===== config.mk =====
export PLATFORM = sky130hd
export DESIGN_NAME = auto_repeat_updown_counter_display
export DESIGN_NICKNAME = d
export VERILOG_FILES = /design/src/sv/arud_pkg.sv /design/src/sv/arud_button.sv /design/src/sv/arud_digits.sv /design/src/sv/auto_repeat_updown_counter_display.sv
export SDC_FILE = /design/constraint.sdc
export NUM_CORES = 1
export LEC_CHECK = 0
export ABC_CLOCK_PERIOD_IN_PS = 13540
export BUFFER_PORTS_ARGS = -buffer_cell sky130_fd_sc_hd__clkbuf_2
export CAP_MARGIN = 30
export CORE_MARGIN = 3
export CORE_UTILIZATION = 35
export CTS_CLUSTER_SIZE = 25
export DETAILED_ROUTE_END_ITERATION = 8
export SETUP_SLACK_MARGIN = 0.05
export SLEW_MARGIN = 20
export SYNTH_ARGS = -nofsm -noshare
export SYNTH_HDL_FRONTEND = slang
export SYNTH_SLANG_ARGS = --single-unit

===== constraint.sdc =====
create_clock -name clk -period 13.54 [get_ports clk]
set_input_delay 1.354 -clock clk [delete_from_list [all_inputs] [get_ports clk]]
set_output_delay 1.354 -clock clk [all_outputs]
set_load 0.02 [all_outputs]

===== src/sv/arud_pkg.sv =====
// Shared types, constants and the seven-segment decode for the up/down counter display.
`default_nettype none
package arud_pkg;

    localparam int COUNT_W    = 10;
    localparam int INTERVAL_W = 16;
    localparam int SEG_W      = 7;
    localparam int SEL_W      = 3;
    localparam int CFG_IDX_W  = 2;
    localparam int CFG_DATA_W = 16;

    localparam logic [INTERVAL_W-1:0] INTERVAL_RESET = 16'd500;
    localparam logic [COUNT_W-1:0]    LIMIT_RESET    = 10'd999;

    typedef enum logic [CFG_IDX_W-1:0] {
        REG_REPEAT_INTERVAL = 2'd0,
        REG_COUNT_LIMIT     = 2'd1
    } cfg_reg_t;

    function automatic logic [SEG_W-1:0] seg_of(input logic [3:0] d);
        logic [SEG_W-1:0] s;
        case (d)
            4'd0:    s = 7'h3f;
            4'd1:    s = 7'h06;
            4'd2:    s = 7'h5b;
            4'd3:    s = 7'h4f;
            4'd4:    s = 7'h66;
            4'd5:    s = 7'h6d;
            4'd6:    s = 7'h7d;
            4'd7:    s = 7'h07;
            4'd8:    s = 7'h7f;
            4'd9:    s = 7'h6f;
            default: s = 7'h00;
        endcase
        return s;
    endfunction

endpackage
`default_nettype wire


===== src/sv/arud_button.sv =====
// Button press detect and auto-repeat countdown for one button.
`default_nettype none
module arud_button (
    input  wire logic                                clk,
    input  wire logic                                rst_n,
    input  wire logic                                en,
    input  wire logic                                pressed,
    input  wire logic [arud_pkg::INTERVAL_W-1:0]     interval,
    output logic                                     step
);

    logic                              held_reg, held_next;
    logic [arud_pkg::INTERVAL_W-1:0]   wait_reg, wait_next;
    logic [arud_pkg::INTERVAL_W-1:0]   wait_dec;

    assign wait_dec = (wait_reg != '0) ? wait_reg - 1'b1 : wait_reg;

    always_comb
    begin
        held_next = held_reg;
        wait_next = wait_reg;
        step      = 1'b0;
        if (!pressed)
        begin
            held_next = 1'b0;
        end
        else if (!held_reg)
        begin
            held_next = 1'b1;
            wait_next = interval;
            step      = 1'b1;
        end
        else if (wait_dec == '0)
        begin
            wait_next = interval;
            step      = 1'b1;
        end
        else
        begin
            wait_next = wait_dec;
        end
    end

    always_ff @(posedge clk or negedge rst_n)
    begin
        if (!rst_n)
        begin
            held_reg <= 1'b0;
            wait_reg <= '0;
        end
        else if (en)
        begin
            held_reg <= held_next;
            wait_reg <= wait_next;
        end
    end

endmodule
`default_nettype wire


===== src/sv/arud_digits.sv =====
// Decimal digit splitter and result register, one digit per output transaction.
`default_nettype none
module arud_digits #(
    parameter int DIGITS = 3
) (
    input  wire logic                             clk,
    input  wire logic                             rst_n,
    input  wire logic                             load,
    input  wire logic [arud_pkg::COUNT_W-1:0]     count_in,
    output logic                                  can_load,
    output logic                                  out_valid,
    input  wire logic                             out_ready,
    output logic [arud_pkg::SEL_W-1:0]            digit_select,
    output logic [arud_pkg::SEG_W-1:0]            segments,
    output logic                                  digit_last,
    output logic [arud_pkg::COUNT_W-1:0]          count_value
);

    localparam int IDX_W = (DIGITS > 1) ? $clog2(DIGITS) : 1;
    localparam int CW    = arud_pkg::COUNT_W;

    logic                          valid_reg, valid_next;
    logic [IDX_W-1:0]              idx_reg, idx_next;
    logic [CW-1:0]                 rest_reg, rest_next;
    logic [arud_pkg::SEG_W-1:0]    seg_reg, seg_next;
    logic [CW-1:0]                 cval_reg, cval_next;

    logic                          last;
    logic                          take;
    logic [CW-1:0]                 src;
    logic [CW+10:0]                prod;
    logic [CW-1:0]                 quot;
    logic [CW-1:0]                 rem;

    assign last     = (idx_reg == IDX_W'(DIGITS - 1));
    assign take     = valid_reg && out_ready;
    assign can_load = !valid_reg || (out_ready && last);

    // x / 10 as (x * 205) >> 11, exact for every 10-bit x
    assign src  = load ? count_in : rest_reg;
    assign prod = (CW+11)'(src) * (CW+11)'(205);
    assign quot = prod[CW+10:11];
    assign rem  = src - CW'(quot * CW'(10));

    always_comb
    begin
        valid_next = valid_reg;
        idx_next   = idx_reg;
        rest_next  = rest_reg;
        seg_next   = seg_reg;
        cval_next  = cval_reg;
        if (load)
        begin
            valid_next = 1'b1;
            idx_next   = '0;
            rest_next  = quot;
            seg_next   = arud_pkg::seg_of(rem[3:0]);
            cval_next  = count_in;
        end
        else if (take && !last)
        begin
            idx_next   = idx_reg + IDX_W'(1);
            rest_next  = quot;
            seg_next   = arud_pkg::seg_of(rem[3:0]);
        end
        else if (take)
        begin
            valid_next = 1'b0;
        end
    end

    always_ff @(posedge clk or negedge rst_n)
    begin
        if (!rst_n)
        begin
            valid_reg <= 1'b0;
            idx_reg   <= '0;
        end
        else
        begin
            valid_reg <= valid_next;
            idx_reg   <= idx_next;
        end
    end

    always_ff @(posedge clk)
    begin
        rest_reg <= rest_next;
        seg_reg  <= seg_next;
        cval_reg <= cval_next;
    end

    assign out_valid    = valid_reg;
    assign digit_select = ~(arud_pkg::SEL_W'(1) << idx_reg);
    assign segments     = seg_reg;
    assign digit_last   = last;
    assign count_value  = cval_reg;

endmodule
`default_nettype wire


===== src/sv/auto_repeat_updown_counter_display.sv =====
// Top level: auto-repeat up/down counter with a multiplexed seven-segment readout.
//
//  channel  | handshake            | payload
//  ---------+----------------------+----------------------------------------------
//  in       | in_valid / in_ready  | down_pressed, up_pressed
//  out      | out_valid/ out_ready | digit_select, segments, digit_last, count_value
//  cfg      | cfg_valid/ cfg_ready | cfg_index, cfg_data
//
// Each tick transaction yields DIGITS output transactions, units first, all
// from the single digit result register.
// The next tick is taken in the cycle the last digit leaves, so ticks stream back to back.
// Output stalls hold the result register and block new ticks.
// Reset clears count, button state and the result valid; config resets to 500 / 999.
`default_nettype none
module auto_repeat_updown_counter_display #(
    parameter int DIGITS = 3
) (
    input  wire logic                                clk,
    input  wire logic                                rst_n,
    input  wire logic                                in_valid,
    output logic                                     in_ready,
    input  wire logic                                down_pressed,
    input  wire logic                                up_pressed,
    output logic                                     out_valid,
    input  wire logic                                out_ready,
    output logic [arud_pkg::SEL_W-1:0]               digit_select,
    output logic [arud_pkg::SEG_W-1:0]               segments,
    output logic                                     digit_last,
    output logic [arud_pkg::COUNT_W-1:0]             count_value,
    input  wire logic                                cfg_valid,
    output logic                                     cfg_ready,
    input  wire logic [arud_pkg::CFG_IDX_W-1:0]      cfg_index,
    input  wire logic [arud_pkg::CFG_DATA_W-1:0]     cfg_data
);

    localparam int CW = arud_pkg::COUNT_W;

    logic [arud_pkg::INTERVAL_W-1:0] interval_reg;
    logic [CW-1:0]                   limit_reg;
    logic [CW-1:0]                   count_reg, count_next;
    logic [CW-1:0]                   count_dn;
    logic [CW:0]                     count_up;
    logic                            accept;
    logic                            can_load;
    logic                            step_dn, step_up;

    assign cfg_ready = 1'b1;
    assign in_ready  = can_load;
    assign accept    = in_valid && in_ready;

    always_ff @(posedge clk or negedge rst_n)
    begin
        if (!rst_n)
        begin
            interval_reg <= arud_pkg::INTERVAL_RESET;
            limit_reg    <= arud_pkg::LIMIT_RESET;
        end
        else if (cfg_valid)
        begin
            unique case (cfg_index)
                arud_pkg::REG_REPEAT_INTERVAL: interval_reg <= cfg_data;
                arud_pkg::REG_COUNT_LIMIT:     limit_reg    <= cfg_data[CW-1:0];
                default: ;
            endcase
        end
    end

    arud_button u_down (
        .clk      (clk),
        .rst_n    (rst_n),
        .en       (accept),
        .pressed  (down_pressed),
        .interval (interval_reg),
        .step     (step_dn)
    );

    arud_button u_up (
        .clk      (clk),
        .rst_n    (rst_n),
        .en       (accept),
        .pressed  (up_pressed),
        .interval (interval_reg),
        .step     (step_up)
    );

    // down before up, floor at zero, then clamp to the limit
    always_comb
    begin
        count_dn = (step_dn && count_reg != '0) ? count_reg - 1'b1 : count_reg;
        count_up = step_up ? {1'b0, count_dn} + 1'b1 : {1'b0, count_dn};
        if (count_up > {1'b0, limit_reg})
            count_next = limit_reg;
        else
            count_next = count_up[CW-1:0];
    end

    always_ff @(posedge clk or negedge rst_n)
    begin
        if (!rst_n)
            count_reg <= '0;
        else if (accept)
            count_reg <= count_next;
    end

    arud_digits #(
        .DIGITS (DIGITS)
    ) u_digits (
        .clk          (clk),
        .rst_n        (rst_n),
        .load         (accept),
        .count_in     (count_next),
        .can_load     (can_load),
        .out_valid    (out_valid),
        .out_ready    (out_ready),
        .digit_select (digit_select),
        .segments     (segments),
        .digit_last   (digit_last),
        .count_value  (count_value)
    );

endmodule
`default_nettype wire

Yosys cells after proc, flatten, opt, wreduce, memory -nomap -nowiden
Memory sizes are Yosys's and may differ from the RTL's.
Cells that the tools add are included.
{ "classes": {"n_lt_le_gt_ge": 1, "reduce_logical": 21, "shift": 1, "n_bitwise": 1, "mux": 27, "addsub": 6, "n_eq_ne": 3, "div_mod_pow": 0, "mul": 2} }
{ "op_table": {"columns": ["op", "n"], "rows": [
  ["two-way mux 16 bit", 6],
  ["logical NOT 16 bit", 2],
  ["nonzero test 16 bit", 2],
  ["subtractor 16 x 1 -> 16 bit (second input constant)", 2],
  ["two-way mux 10 bit", 3],
  ["two-way mux 7 bit", 4],
  ["multiplier 10 x 8 -> 18 bit (second input constant)", 1],
  ["adder 10 x 1 -> 11 bit (second input constant)", 1],
  ["greater-than comparator 11 x 10 -> 1 bit", 1],
  ["two-way mux 1 bit", 11],
  ["two-way mux 11 bit", 1],
  ["AND reduction 2 bit", 5],
  ["nonzero test 10 bit", 1],
  ["subtractor 10 x 1 -> 10 bit (second input constant)", 1],
  ["multiplier 7 x 3 -> 3 bit (second input constant)", 1],
  ["logical AND 1 bit", 5],
  ["two-way mux 2 bit", 2],
  ["nonzero test 2 bit", 2],
  ["subtractor 4 bit", 1],
  ["NOT 3 bit", 1],
  ["<< shifter 1 x 2 -> 3 bit (first input constant)", 1],
  ["adder 2 x 1 -> 2 bit (second input constant)", 1],
  ["== test 2 x 1 -> 1 bit (second input constant)", 1],
  ["== test 2 bit (second input constant)", 1],
  ["other kinds (4)", 5]
]} }
{ "word_totals": {"n_memories": 2, "wordCells": 76, "latch_bits": 0, "mem_bits_rw": 0, "rom_bits": 224, "in_bits": 25, "regBits": 97} }
{ "mem_list": {"columns": ["name", "depth", "word_bits", "rd", "rd_clocked_by_memory_dff", "write_ports", "line_no", "text"], "rows": [
  ["(name not given)", 16, 7, 1, 0, 0, "arud_pkg.sv:22", "case (d)"],
  ["(name not given)", 16, 7, 1, 0, 0, "arud_pkg.sv:22", null]
]} }

Longest topological paths before layout
Gate-level depths: netlist of the first run.
An unclocked memory read counts as a cell.
{ "depth": {"word_depth": 19, "ltp_mapped": 52} }

By module
Synthesis of the first run repeated with hierarchy kept, for this count alone.
{ "unflattened": {"hier_cells": 883, "area_unflattened_um2": 8446.9} }
{ "by_module_without_submodules": {"columns": ["module", "cells_each", "instances", "area_each_um2"], "rows": [
  ["arud_button", 206, 2, 1594.0],
  ["arud_digits", 245, 1, 2753.9],
  ["auto_repeat_updown_counter_display", 226, 1, 2504.9]
]} }

Worst setup path before layout of the first run
OpenSTA, ideal clock, no wires.
{ "synth_path": {"path_kind": "reg-to-reg", "startpoint": "register u_down.wait_reg[0] in the netlist's numbering", "endpoint": "register u_digits.seg_reg, in the netlist u_digits.segments[5], data pin", "setup_ns": 0.158, "path_slack_ns": 2.369, "arrival_ns": 11.013, "path_stages_with_launch": 49, "t_required_ns": 13.382, "path_cell_list": "dfrtp_1 inv_1 ha_1 or3b_2 or4_1 xnor2_1 nor4_1 a31oi_1 buf_2 nor2_1 xnor2_1 ha_1 inv_1 a2111oi_4 nand2_1 xnor2_1 o22ai_1 xor2_1 [... 13 more ...] inv_1 fa_1 ha_1 a21o_1 a21oi_1 nor2b_1 o21ai_0 nand2b_1 a21oi_1 a21boi_0 xnor2_1 fa_1 xnor2_1 xnor2_1 xnor3_1 buf_2 or3_1 o211ai_1"} }
{ "synth_between": {"elab_chain_len": 19} }
{ "synth_rtl": {"columns": ["element", "line_no", "text"], "rows": [
  ["from (decl)", "arud_button.sv:13", "logic [arud_pkg::INTERVAL_W-1:0] wait_reg, wait_next;"],
  ["from (signal assigned)", "arud_button.sv:54", "wait_reg <= wait_next;"],
  ["subtractor 16 x 1 -> 16 bit or nonzero test 16 bit (tied branches)", "arud_button.sv:16", "assign wait_dec = (wait_reg != '0) ? wait_reg - 1'b1 : wait_reg;"],
  ["two-way mux 16 bit (*)", "arud_button.sv:16", null],
  ["logical NOT 16 bit (*)", "arud_button.sv:33", "else if (wait_dec == '0)"],
  ["two-way mux 1 bit (*)", "arud_button.sv:33", null],
  ["two-way mux 1 bit (*)", "arud_button.sv:27", "else if (!held_reg)"],
  ["two-way mux 1 bit (*)", "arud_button.sv:23", "if (!pressed)"],
  ["logical AND 1 bit (*)", "auto_repeat_updown_counter_display.sv:89", "count_dn = (step_dn && count_reg != '0) ? count_reg - 1'b1 : count_reg;"],
  ["two-way mux 10 bit (*)", "auto_repeat_updown_counter_display.sv:89", null],
  ["[... 4 more ...]", null, null],
  ["via count_next[0]", "auto_repeat_updown_counter_display.sv:40", "logic [CW-1:0] count_reg, count_next;"],
  ["[... 1 more ...]", null, null],
  ["multiplier 10 x 8 -> 18 bit (*)", "arud_digits.sv:41", "assign prod = (CW+11)'(src) * (CW+11)'(205);"],
  ["via u_digits.prod[12]", "arud_digits.sv:31", "logic [CW+10:0] prod;"],
  ["multiplier 7 x 3 -> 3 bit (*)", "arud_digits.sv:43", "assign rem = src - CW'(quot * CW'(10));"],
  ["subtractor 4 bit (*)", "arud_digits.sv:43", null],
  ["memory (16 x 7 bit)", null, null],
  ["two-way mux 7 bit", "arud_digits.sv:60", "else if (take && !last)"],
  ["two-way mux 7 bit (*)", "arud_digits.sv:52", "if (load)"],
  ["via u_digits.seg_next, one bit", "arud_digits.sv:25", "logic [arud_pkg::SEG_W-1:0] seg_reg, seg_next;"],
  ["to (signal assigned)", "arud_digits.sv:89", "seg_reg <= seg_next;"],
  ["to (decl)", "arud_digits.sv:25", null]
]} }
The timed path passes the listed nets; every way through them passes the cells marked *. The select of a mux whose other input is x is not followed.
A chain may end at the register's enable or synchronous reset.

Final worst setup path of the first run
{ "layout_path": {"startpoint": "register u_down.wait_reg[0] in the netlist's numbering", "endpoint": "register u_digits.seg_reg, in the netlist u_digits.segments[3], data pin"} }
The elaborated chain is that of the path after synthesis.

==> results of run 1 <==
cells in the mapped netlist, types with 7 or more instances:
cell	count
and3_1	8
xor2_1	9
a21o_1	7
or4_1	7
a22oi_1	8
nor3b_1	7
a31oi_1	9
nand2b_1	11
a21oi_1	51
nor4_1	7
nand3_1	15
fa_1	18
and2_1	8
o21a_1	14
dfrtp_1	59
o21ai_0	71
or3_1	10
mux2_2	32
xnor2_1	17
nor2b_1	7
nand4_1	11
edfxtp_1	24
mux2i_1	8
dfstp_2	14
inv_1	76
nor2_1	62
clkbuf_1	23
nand2_1	78
nor3_1	30
ha_1	72
worst paths after layout:
check / from / to / slack (ps) / cells past startpoint
min: limit_reg[4] / limit_reg[4] / 520 / 1
max: u_down.wait_reg[0] / u_digits.segments[3] / 1480 / 46
min reg2reg: limit_reg[4] / limit_reg[4] / 520 / 1
min in group asynchronous: rst_n / u_down.wait_reg[12] / 870 / 1
max in group asynchronous: rst_n / limit_reg[5] / 12040 / 2
max reg2reg: u_down.wait_reg[0] / u_digits.segments[3] / 1480 / 46
critical path, delay by kind of cell, from the launching register on:
family          cells  cell delay (ps)
compound gates     12             2450
fa+ha+maj           9             3290
mux                 1              370
xor+xnor            8             1590
flops               1              440
simple gates       10             2960
buf+inv             6              760
metal layers:
layer  share of wire  wire [um]  global-route usage  vias up
met5               0          0                   0        -
met4           0.021        409              0.0517        0
met3           0.030        595              0.0164       25
met2            0.49       9740               0.288      104
met1            0.45       8940               0.223     3047
li1                -          -                   -     3144
final cells by class:
type                    instances  area (um^2)  area share
multi-input cells             655         4810       0.558
clock buffers                   9          225      0.0261
flip-flops and latches         97         2560       0.297
well taps                     275          344      0.0399
inverters                      76          285      0.0331
repair buffers                 55          318      0.0368
clock inverters                 7         78.8     0.00913
stage by stage:
step	cell area, um^2	setup WS, ps
CTS	8600	1460
global route	8630	519
finish	8630	1480
detailed placement	8300	1510
global placement	8300	1800
floorplan	7790	2370
cells by family (layout without fill, tap and decap cells):
kind of cell    after synthesis  count (layout)
simple gates                287             287
compound gates              208             208
buf+inv                     108             147
flops                        97              97
fa+ha+maj                    90              90
mux                          42              42
xor+xnor                     27              27
other cells                   1               1
==> impl_metrics.py, run 1 <==
metrics = {
    "status": {
        "status": "complete, no violations",
    },
    "clocking": {
        "cts_setup_buffers": 0,
        "h-tree-depth": 3,
        "insertion_delay_ps": 360,
        "cts_sinks": 97,
        "cts_tree": "yes",
        "postCtsHoldBufs": 0,
        "post_cts_resized": 0,
        "cts.clk_slew.worst_paths_ps": 80,
        "clockRootBuffer": "clkbuf_16",
        "clockBufferDepth": 2,
        "cts_buffers": 9,
    },
    "setup_path": {
        "end_kind": "flop",
        "path_class": "reg2reg",
        "cp.arrival_ps": 12260,
        "crit_slowest_cell": "or4_1",
        "crit_required_ps": 13740,
        "crit_top_cell": "xnor2_1",
        "crit_path_start_kind": "flop",
        "slowest_delay_ps": 540,
        "crit_fanout": 18,
    },
    "die": {
        "coreArea_mm2": 0.0214,
        "io_pins": 49,
        "start_util": 0.364,
        "row_count": 53,
        "die_y_um": 155,
        "die_x_um": 155,
        "die_area_mm2": 0.0241,
    },
    "drt": {
        "drc": 0,
        "drtAntennaViolNets": 0,
        "wl_per_cell_um": 16.8,
        "wirelength_um": 19700,
        "first_pass_iters": 4,
        "drt-initial-drc-count": 277,
        "viasPerCell": 5.38,
        "vias": 6320,
    },
    "synth": {
        "syn_avg_cell_area_um2": 9.06,
        "ys.flop_type": "dfrtp_1",
        "synth-seq-cells": 97,
        "synth_area_mm2": 0.00779,
        "synth-adder-area-share": 0.162,
        "synth_edf_count": 24,
        "seq_area_frac_synth": 0.329,
        "synth-simple-area-share": 0.191,
        "async_flop_share": 0.753,
        "synth-xor-area-share": 0.0321,
        "synth-compound-area-share": 0.170,
        "syn_nets": 975,
        "yosysWarnings": 0,
        "yosys.area.top_type": "dfrtp_1",
        "synthTopCellsByArea": "dfrtp_1 19%, ha_1 12%, edfxtp_1 9.3%",
        "synthMuxAreaShare": 0.0614,
        "synth_top_family_by_area": "simple AND/OR/NAND/NOR gates",
        "synth_top_area_share": 0.190,
        "synth_cell_types": 76,
        "synthCells": 860,
    },
    "cells_and_area": {
        "layout_commonest_cell": "nand2_1",
        "fill_cells": 2185,
        "final_util": 0.403,
        "fin_cells": 1174,
        "drive_gt1_frac": 0.155,
        "final_cell_mix": "78 x nand2_1, 76 x inv_1, 72 x ha_1",
        "syn_to_final_growth_pct": 10.8,
        "diodes": 0,
        "fin_nets": 1009,
    },
    "sta": {
        "final-setup-viol-count": 0,
        "slew_headroom": 0.532,
        "tightest_slew_ps": 695,
        "rsz0062_at_grt": "false",
        "skew_ps": 13.2,
        "totalNegativeSetupSlack_ps": 0,
        "max_freq_mhz": 82.9,
        "slew_viol_final": 0,
        "min_period_ps": 12060,
        "whs_ps": 517,
        "hold_viol_final": 0,
        "finalCritPeriodShare": 0.891,
    },
    "global_route": {
        "grt_antenna_before_repair": 0,
        "overflow": 0,
        "grt_max_degree": 74,
        "grt_pass1_vias": 6257,
        "grt_pass1_wl_um": 32700,
        "track_usage": 0.168,
    },
    "hold_path": {
        "hold_class": "reg2reg",
    },
    "run": {
        "cap_violations": 0,
    },
    "place": {
        "gp_congestion": 0.899,
        "hpwl_um": 15300,
        "port_buffers": 47,
        "place_inst": 1157,
    },
}
Power of run 1 is not shown: default switching activity piles up to over one toggle a cycle in this logic, so the estimate is an artifact.
==> inputs of run 2 (changes only) <==
- PLACE_DENSITY: default -> 0.5
==> run 2 against run 1 <==
Compared with the run above:
- final cell count rose by 0.26%
- hold slack better by 3.4 ps
- flip-flop and latch count is the same
- die area is the same
- non-clock buffer count grew 3
- critical path type unchanged
- critical endpoint is now u_digits.segments[0]
==> impl_metrics.py, run 2 (same netlist as run 1, synthesis figures left out) <==
metrics = {
    "drt": {
        "wl_per_cell_um": 17.5,
        "drc": 0,
        "viasPerCell": 5.35,
        "vias": 6297,
        "drt-initial-drc-count": 269,
        "wirelength_um": 20600,
        "first_pass_iters": 4,
        "drtAntennaViolNets": 0,
    },
    "status": {
        "status": "complete, no violations",
    },
    "sta": {
        "totalNegativeSetupSlack_ps": 0,
        "tightest_slew_ps": 714,
        "max_freq_mhz": 82.2,
        "skew_ps": 13.4,
        "finalCritPeriodShare": 0.899,
        "rsz0062_at_grt": "false",
        "min_period_ps": 12170,
        "final-setup-viol-count": 0,
        "slew_viol_final": 0,
        "slew_headroom": 0.523,
        "hold_viol_final": 0,
    },
    "setup_path": {
        "crit_fanout": 13,
        "cp.arrival_ps": 12370,
        "path_class": "reg2reg",
        "end_kind": "flop",
        "crit_required_ps": 13740,
        "slowest_delay_ps": 550,
        "crit_slowest_cell": "or4_1",
        "crit_path_start_kind": "flop",
    },
    "global_route": {
        "gr-max-usage-layer": "met2",
        "grt_pass1_wl_um": 33600,
        "grt_pass1_vias": 6228,
        "use_met1": 0.222,
        "grt_util_met3": 0.0147,
        "grtUsageMet2": 0.310,
        "overflow": 0,
        "track_usage": 0.174,
        "grt_antenna_before_repair": 0,
        "grt_max_degree": 56,
    },
    "clocking": {
        "cts_sinks": 97,
        "cts_tree": "yes",
        "insertion_delay_ps": 360,
        "clockRootBuffer": "clkbuf_16",
        "h-tree-depth": 3,
        "cts_buffers": 9,
        "post_cts_resized": 0,
        "cts.clk_slew.worst_paths_ps": 70,
        "clockBufferDepth": 2,
    },
    "cells_and_area": {
        "fin_area_mm2": 0.00865,
        "layout_commonest_cell": "nand2_1",
        "fin_cells": 1177,
        "final_cell_mix": "78 x nand2_1, 76 x inv_1, 72 x ha_1",
        "drive_gt1_frac": 0.159,
        "fin_nets": 1012,
        "diodes": 0,
        "fill_cells": 2218,
        "syn_to_final_growth_pct": 11.0,
    },
    "place": {
        "hpwl_um": 16100,
        "placed_cell_area_mm2": 0.00829,
        "place_inst": 1156,
        "gp_congestion": 0.843,
        "port_buffers": 47,
    },
    "die": {
        "die_y_um": 155,
        "start_util": 0.364,
        "row_count": 53,
        "die_area_mm2": 0.0241,
        "io_pins": 49,
        "die_x_um": 155,
        "coreArea_mm2": 0.0214,
    },
    "hold_path": {
        "hold_class": "reg2reg",
    },
    "run": {
        "cap_violations": 0,
    },
}
[run 2: routing by layer]
metal	share of wire	wire, um	vias up
met5	0	0	-
met4	0.022	464	0
met3	0.019	400	24
met2	0.51	10500	71
met1	0.45	9310	3052
li1	-	-	3150
[run 2: worst paths after layout]
path,start,endpoint,slack (ps),cells past startpoint
setup / recovery,u_down.wait_reg[0],u_digits.segments[0],1370,48
min in group asynchronous,rst_n,u_down.held_reg,860,1
max in group asynchronous,rst_n,limit_reg[4],11690,2
hold / removal,limit_reg[4],limit_reg[4],520,1
hold reg to reg,limit_reg[4],limit_reg[4],520,1
setup reg to reg,u_down.wait_reg[0],u_digits.segments[0],1370,48
[run 2: cell type report]
type | count | area [um^2] | area share
clock buffer | 9 | 225 | 0.0260
clock inverter | 7 | 86.3 | 0.00998
inverter | 76 | 285 | 0.0330
multi-input combinational | 655 | 4820 | 0.557
sequential | 97 | 2560 | 0.297
tap | 275 | 344 | 0.0398
timing repair buffer | 58 | 324 | 0.0375
[run 2: stage by stage]
stage	setup WS (ps)	utilization	hold slack (ps)
after floorplan	2370	-	479
after global placement	1370	0.387	497
after detailed placement	1030	0.387	502
after CTS	1000	0.402	521
after global routing	257	0.404	548
final	1370	0.404	520
[run 2: critical path: cells and delay by family, from the launching register on]
family          cells  cell delay, ps
fa+ha+maj           9            3120
mux                 1             340
xor+xnor            8            1660
compound gates     13            2600
flops               1             440
simple gates       10            2910
buf+inv             7             920
[run 2: what timing repair did]
item,in CTS,in global routing
hold buffers,0,0
setup endpoints to repair,0,7
buffers inserted,0,4
Power of run 2 is left out for the same reason.
==> inputs of run 3 (changes only) <==
--- a/config.mk
+++ b/config.mk
@@ -13,4 +13,5 @@
 export CTS_CLUSTER_SIZE = 25
 export DETAILED_ROUTE_END_ITERATION = 8
+export GPL_TIMING_DRIVEN = 0
 export PLACE_DENSITY = 0.5
 export SETUP_SLACK_MARGIN = 0.05
==> constraint.sdc (replaced) <==
create_clock -name clk -period 13.54 [get_ports clk]
set_input_delay 2.031 -clock clk [delete_from_list [all_inputs] [get_ports clk]]
set_output_delay 2.031 -clock clk [all_outputs]
set_load 0.02 [all_outputs]
==> run 3 against run 2 <==
Compared with the run above:
- hold slack worse by 5.6 ps
- clock skew down 1.2 ps
- critical path type unchanged
- critical endpoint unchanged
- worst setup slack worse by 310 ps
==> impl_metrics.py, run 3 (same netlist as run 1, synthesis figures left out) <==
metrics = {
    "setup_path": {
        "crit_fanout": 10,
        "reg2reg_from": "u_down.wait_reg[0]",
        "end_kind": "flop",
        "reg2reg_to": "u_digits.segments[0]",
        "setup.worst_path.start": "u_down.wait_reg[0]",
        "crit_slowest_cell": "or4_1",
        "critPathCapture": "u_digits.segments[0]",
        "crit_required_ps": 13740,
        "path_class": "reg2reg",
        "rr_worst_depth": 49,
        "crit_path_start_kind": "flop",
        "slowest_delay_ps": 560,
        "reg2reg_slack_ps": 1060,
        "cp.arrival_ps": 12680,
    },
    "sta": {
        "tightest_slew_ps": 752,
        "slew_viol_final": 0,
        "slew_headroom": 0.499,
        "finalCritPeriodShare": 0.922,
        "skew_ps": 12.2,
        "rsz0062_at_grt": "false",
        "layout_setup_ws_ps": 1060,
        "max_freq_mhz": 80.1,
        "final-setup-viol-count": 0,
        "totalNegativeSetupSlack_ps": 0,
        "min_period_ps": 12480,
        "hold_viol_final": 0,
    },
    "die": {
        "die_y_um": 155,
        "die_area_mm2": 0.0241,
        "start_util": 0.364,
        "coreArea_mm2": 0.0214,
        "io_pins": 49,
        "row_count": 53,
        "die_x_um": 155,
    },
    "cells_and_area": {
        "drive_gt1_frac": 0.162,
        "fin_nets": 1041,
        "layout_commonest_cell": "nand2_1",
        "fin_cells": 1206,
        "fill_cells": 2205,
        "diodes": 0,
        "syn_to_final_growth_pct": 12.8,
        "final_cell_mix": "78 x nand2_1, 75 x inv_1, 72 x ha_1",
        "fin_area_mm2": 0.00879,
    },
    "place": {
        "place_inst": 1186,
        "hpwl_um": 16900,
        "port_buffers": 47,
        "gp_congestion": 0.856,
        "placed_cell_area_mm2": 0.00843,
        "dpl_worst_slack_ps": 382,
    },
    "drt": {
        "vias": 6407,
        "viasPerCell": 5.31,
        "wl_met1_um": 9490,
        "route.met3.wl_um": 506,
        "wl_per_cell_um": 17.8,
        "drtAntennaViolNets": 0,
        "drt-initial-drc-count": 308,
        "met2_length_um": 10900,
        "first_pass_iters": 5,
        "drc": 0,
        "wirelength_um": 21400,
        "top_signal_layer_used": "met4",
    },
    "clocking": {
        "postCtsHoldBufs": 0,
        "cts_buffers": 9,
        "cts.clk_slew.worst_paths_ps": 80,
        "insertion_delay_ps": 370,
        "clockBufferDepth": 2,
        "cts_sinks": 97,
        "clockRootBuffer": "clkbuf_16",
        "h-tree-depth": 3,
        "cts_tree": "yes",
    },
    "status": {
        "status": "complete, no violations",
    },
    "global_route": {
        "track_usage": 0.181,
        "overflow": 0,
        "grt_pass1_wl_um": 34900,
        "grt_max_degree": 50,
        "grt_pass1_vias": 6412,
        "grt_antenna_before_repair": 0,
    },
    "run": {
        "cap_violations": 0,
    },
    "hold_path": {
        "hold_class": "reg2reg",
    },
}
-- run 3: worst min-delay path by stage --
stage	cells past startpoint	end	startpoint	slack (ps)
final	1	limit_reg[4]	limit_reg[4]	510
after global routing	1	limit_reg[4]	limit_reg[4]	560
after CTS	1	limit_reg[4]	limit_reg[4]	520
after detailed placement	1	limit_reg[4]	limit_reg[4]	500
after global placement	1	limit_reg[4]	limit_reg[4]	490
after floorplan	1	limit_reg[4]	limit_reg[4]	480
-- run 3: metrics by stage --
step,util,hold slack (ps)
global route,0.410,563
global placement,0.391,489
detailed placement,0.394,500
CTS,0.408,521
finish,0.410,514
floorplan,-,479
-- run 3: critical path, delay by kind of cell (launching register included) --
kind	cells	cell delay (ps)
AO/OA/AOI/OAI	13	2880
XOR/XNOR	8	1620
adder cells (fa/ha/maj)	9	3190
buffers and inverters	8	1120
flip-flops	1	450
multiplexers	1	340
AND/OR/NAND/NOR	10	2740
-- run 3: cell type report --
type / count / area (um^2) / share of cell area
tap: 275 / 344 / 0.0392
timing repair buffer: 55 / 323 / 0.0367
multi-input combinational: 655 / 4830 / 0.550
clock buffer: 9 / 225 / 0.0256
buffer: 32 / 131 / 0.0150
inverter: 76 / 285 / 0.0325
sequential: 97 / 2560 / 0.292
clock inverter: 7 / 81.3 / 0.00926
-- run 3: routing by layer --
metal  GRT usage  up-vias
li1            -     3199
met1       0.232     3081
met2       0.318      103
met3      0.0189       24
met4      0.0650        0
met5           0        -
-- run 3: repair_timing --
item,4_1_cts,5_1_grt
resized for setup,0,8
hold endpoints to repair,0,0
setup endpoints to repair,0,7
setup buffers,0,4
Power of run 3 is left out for the same reason.
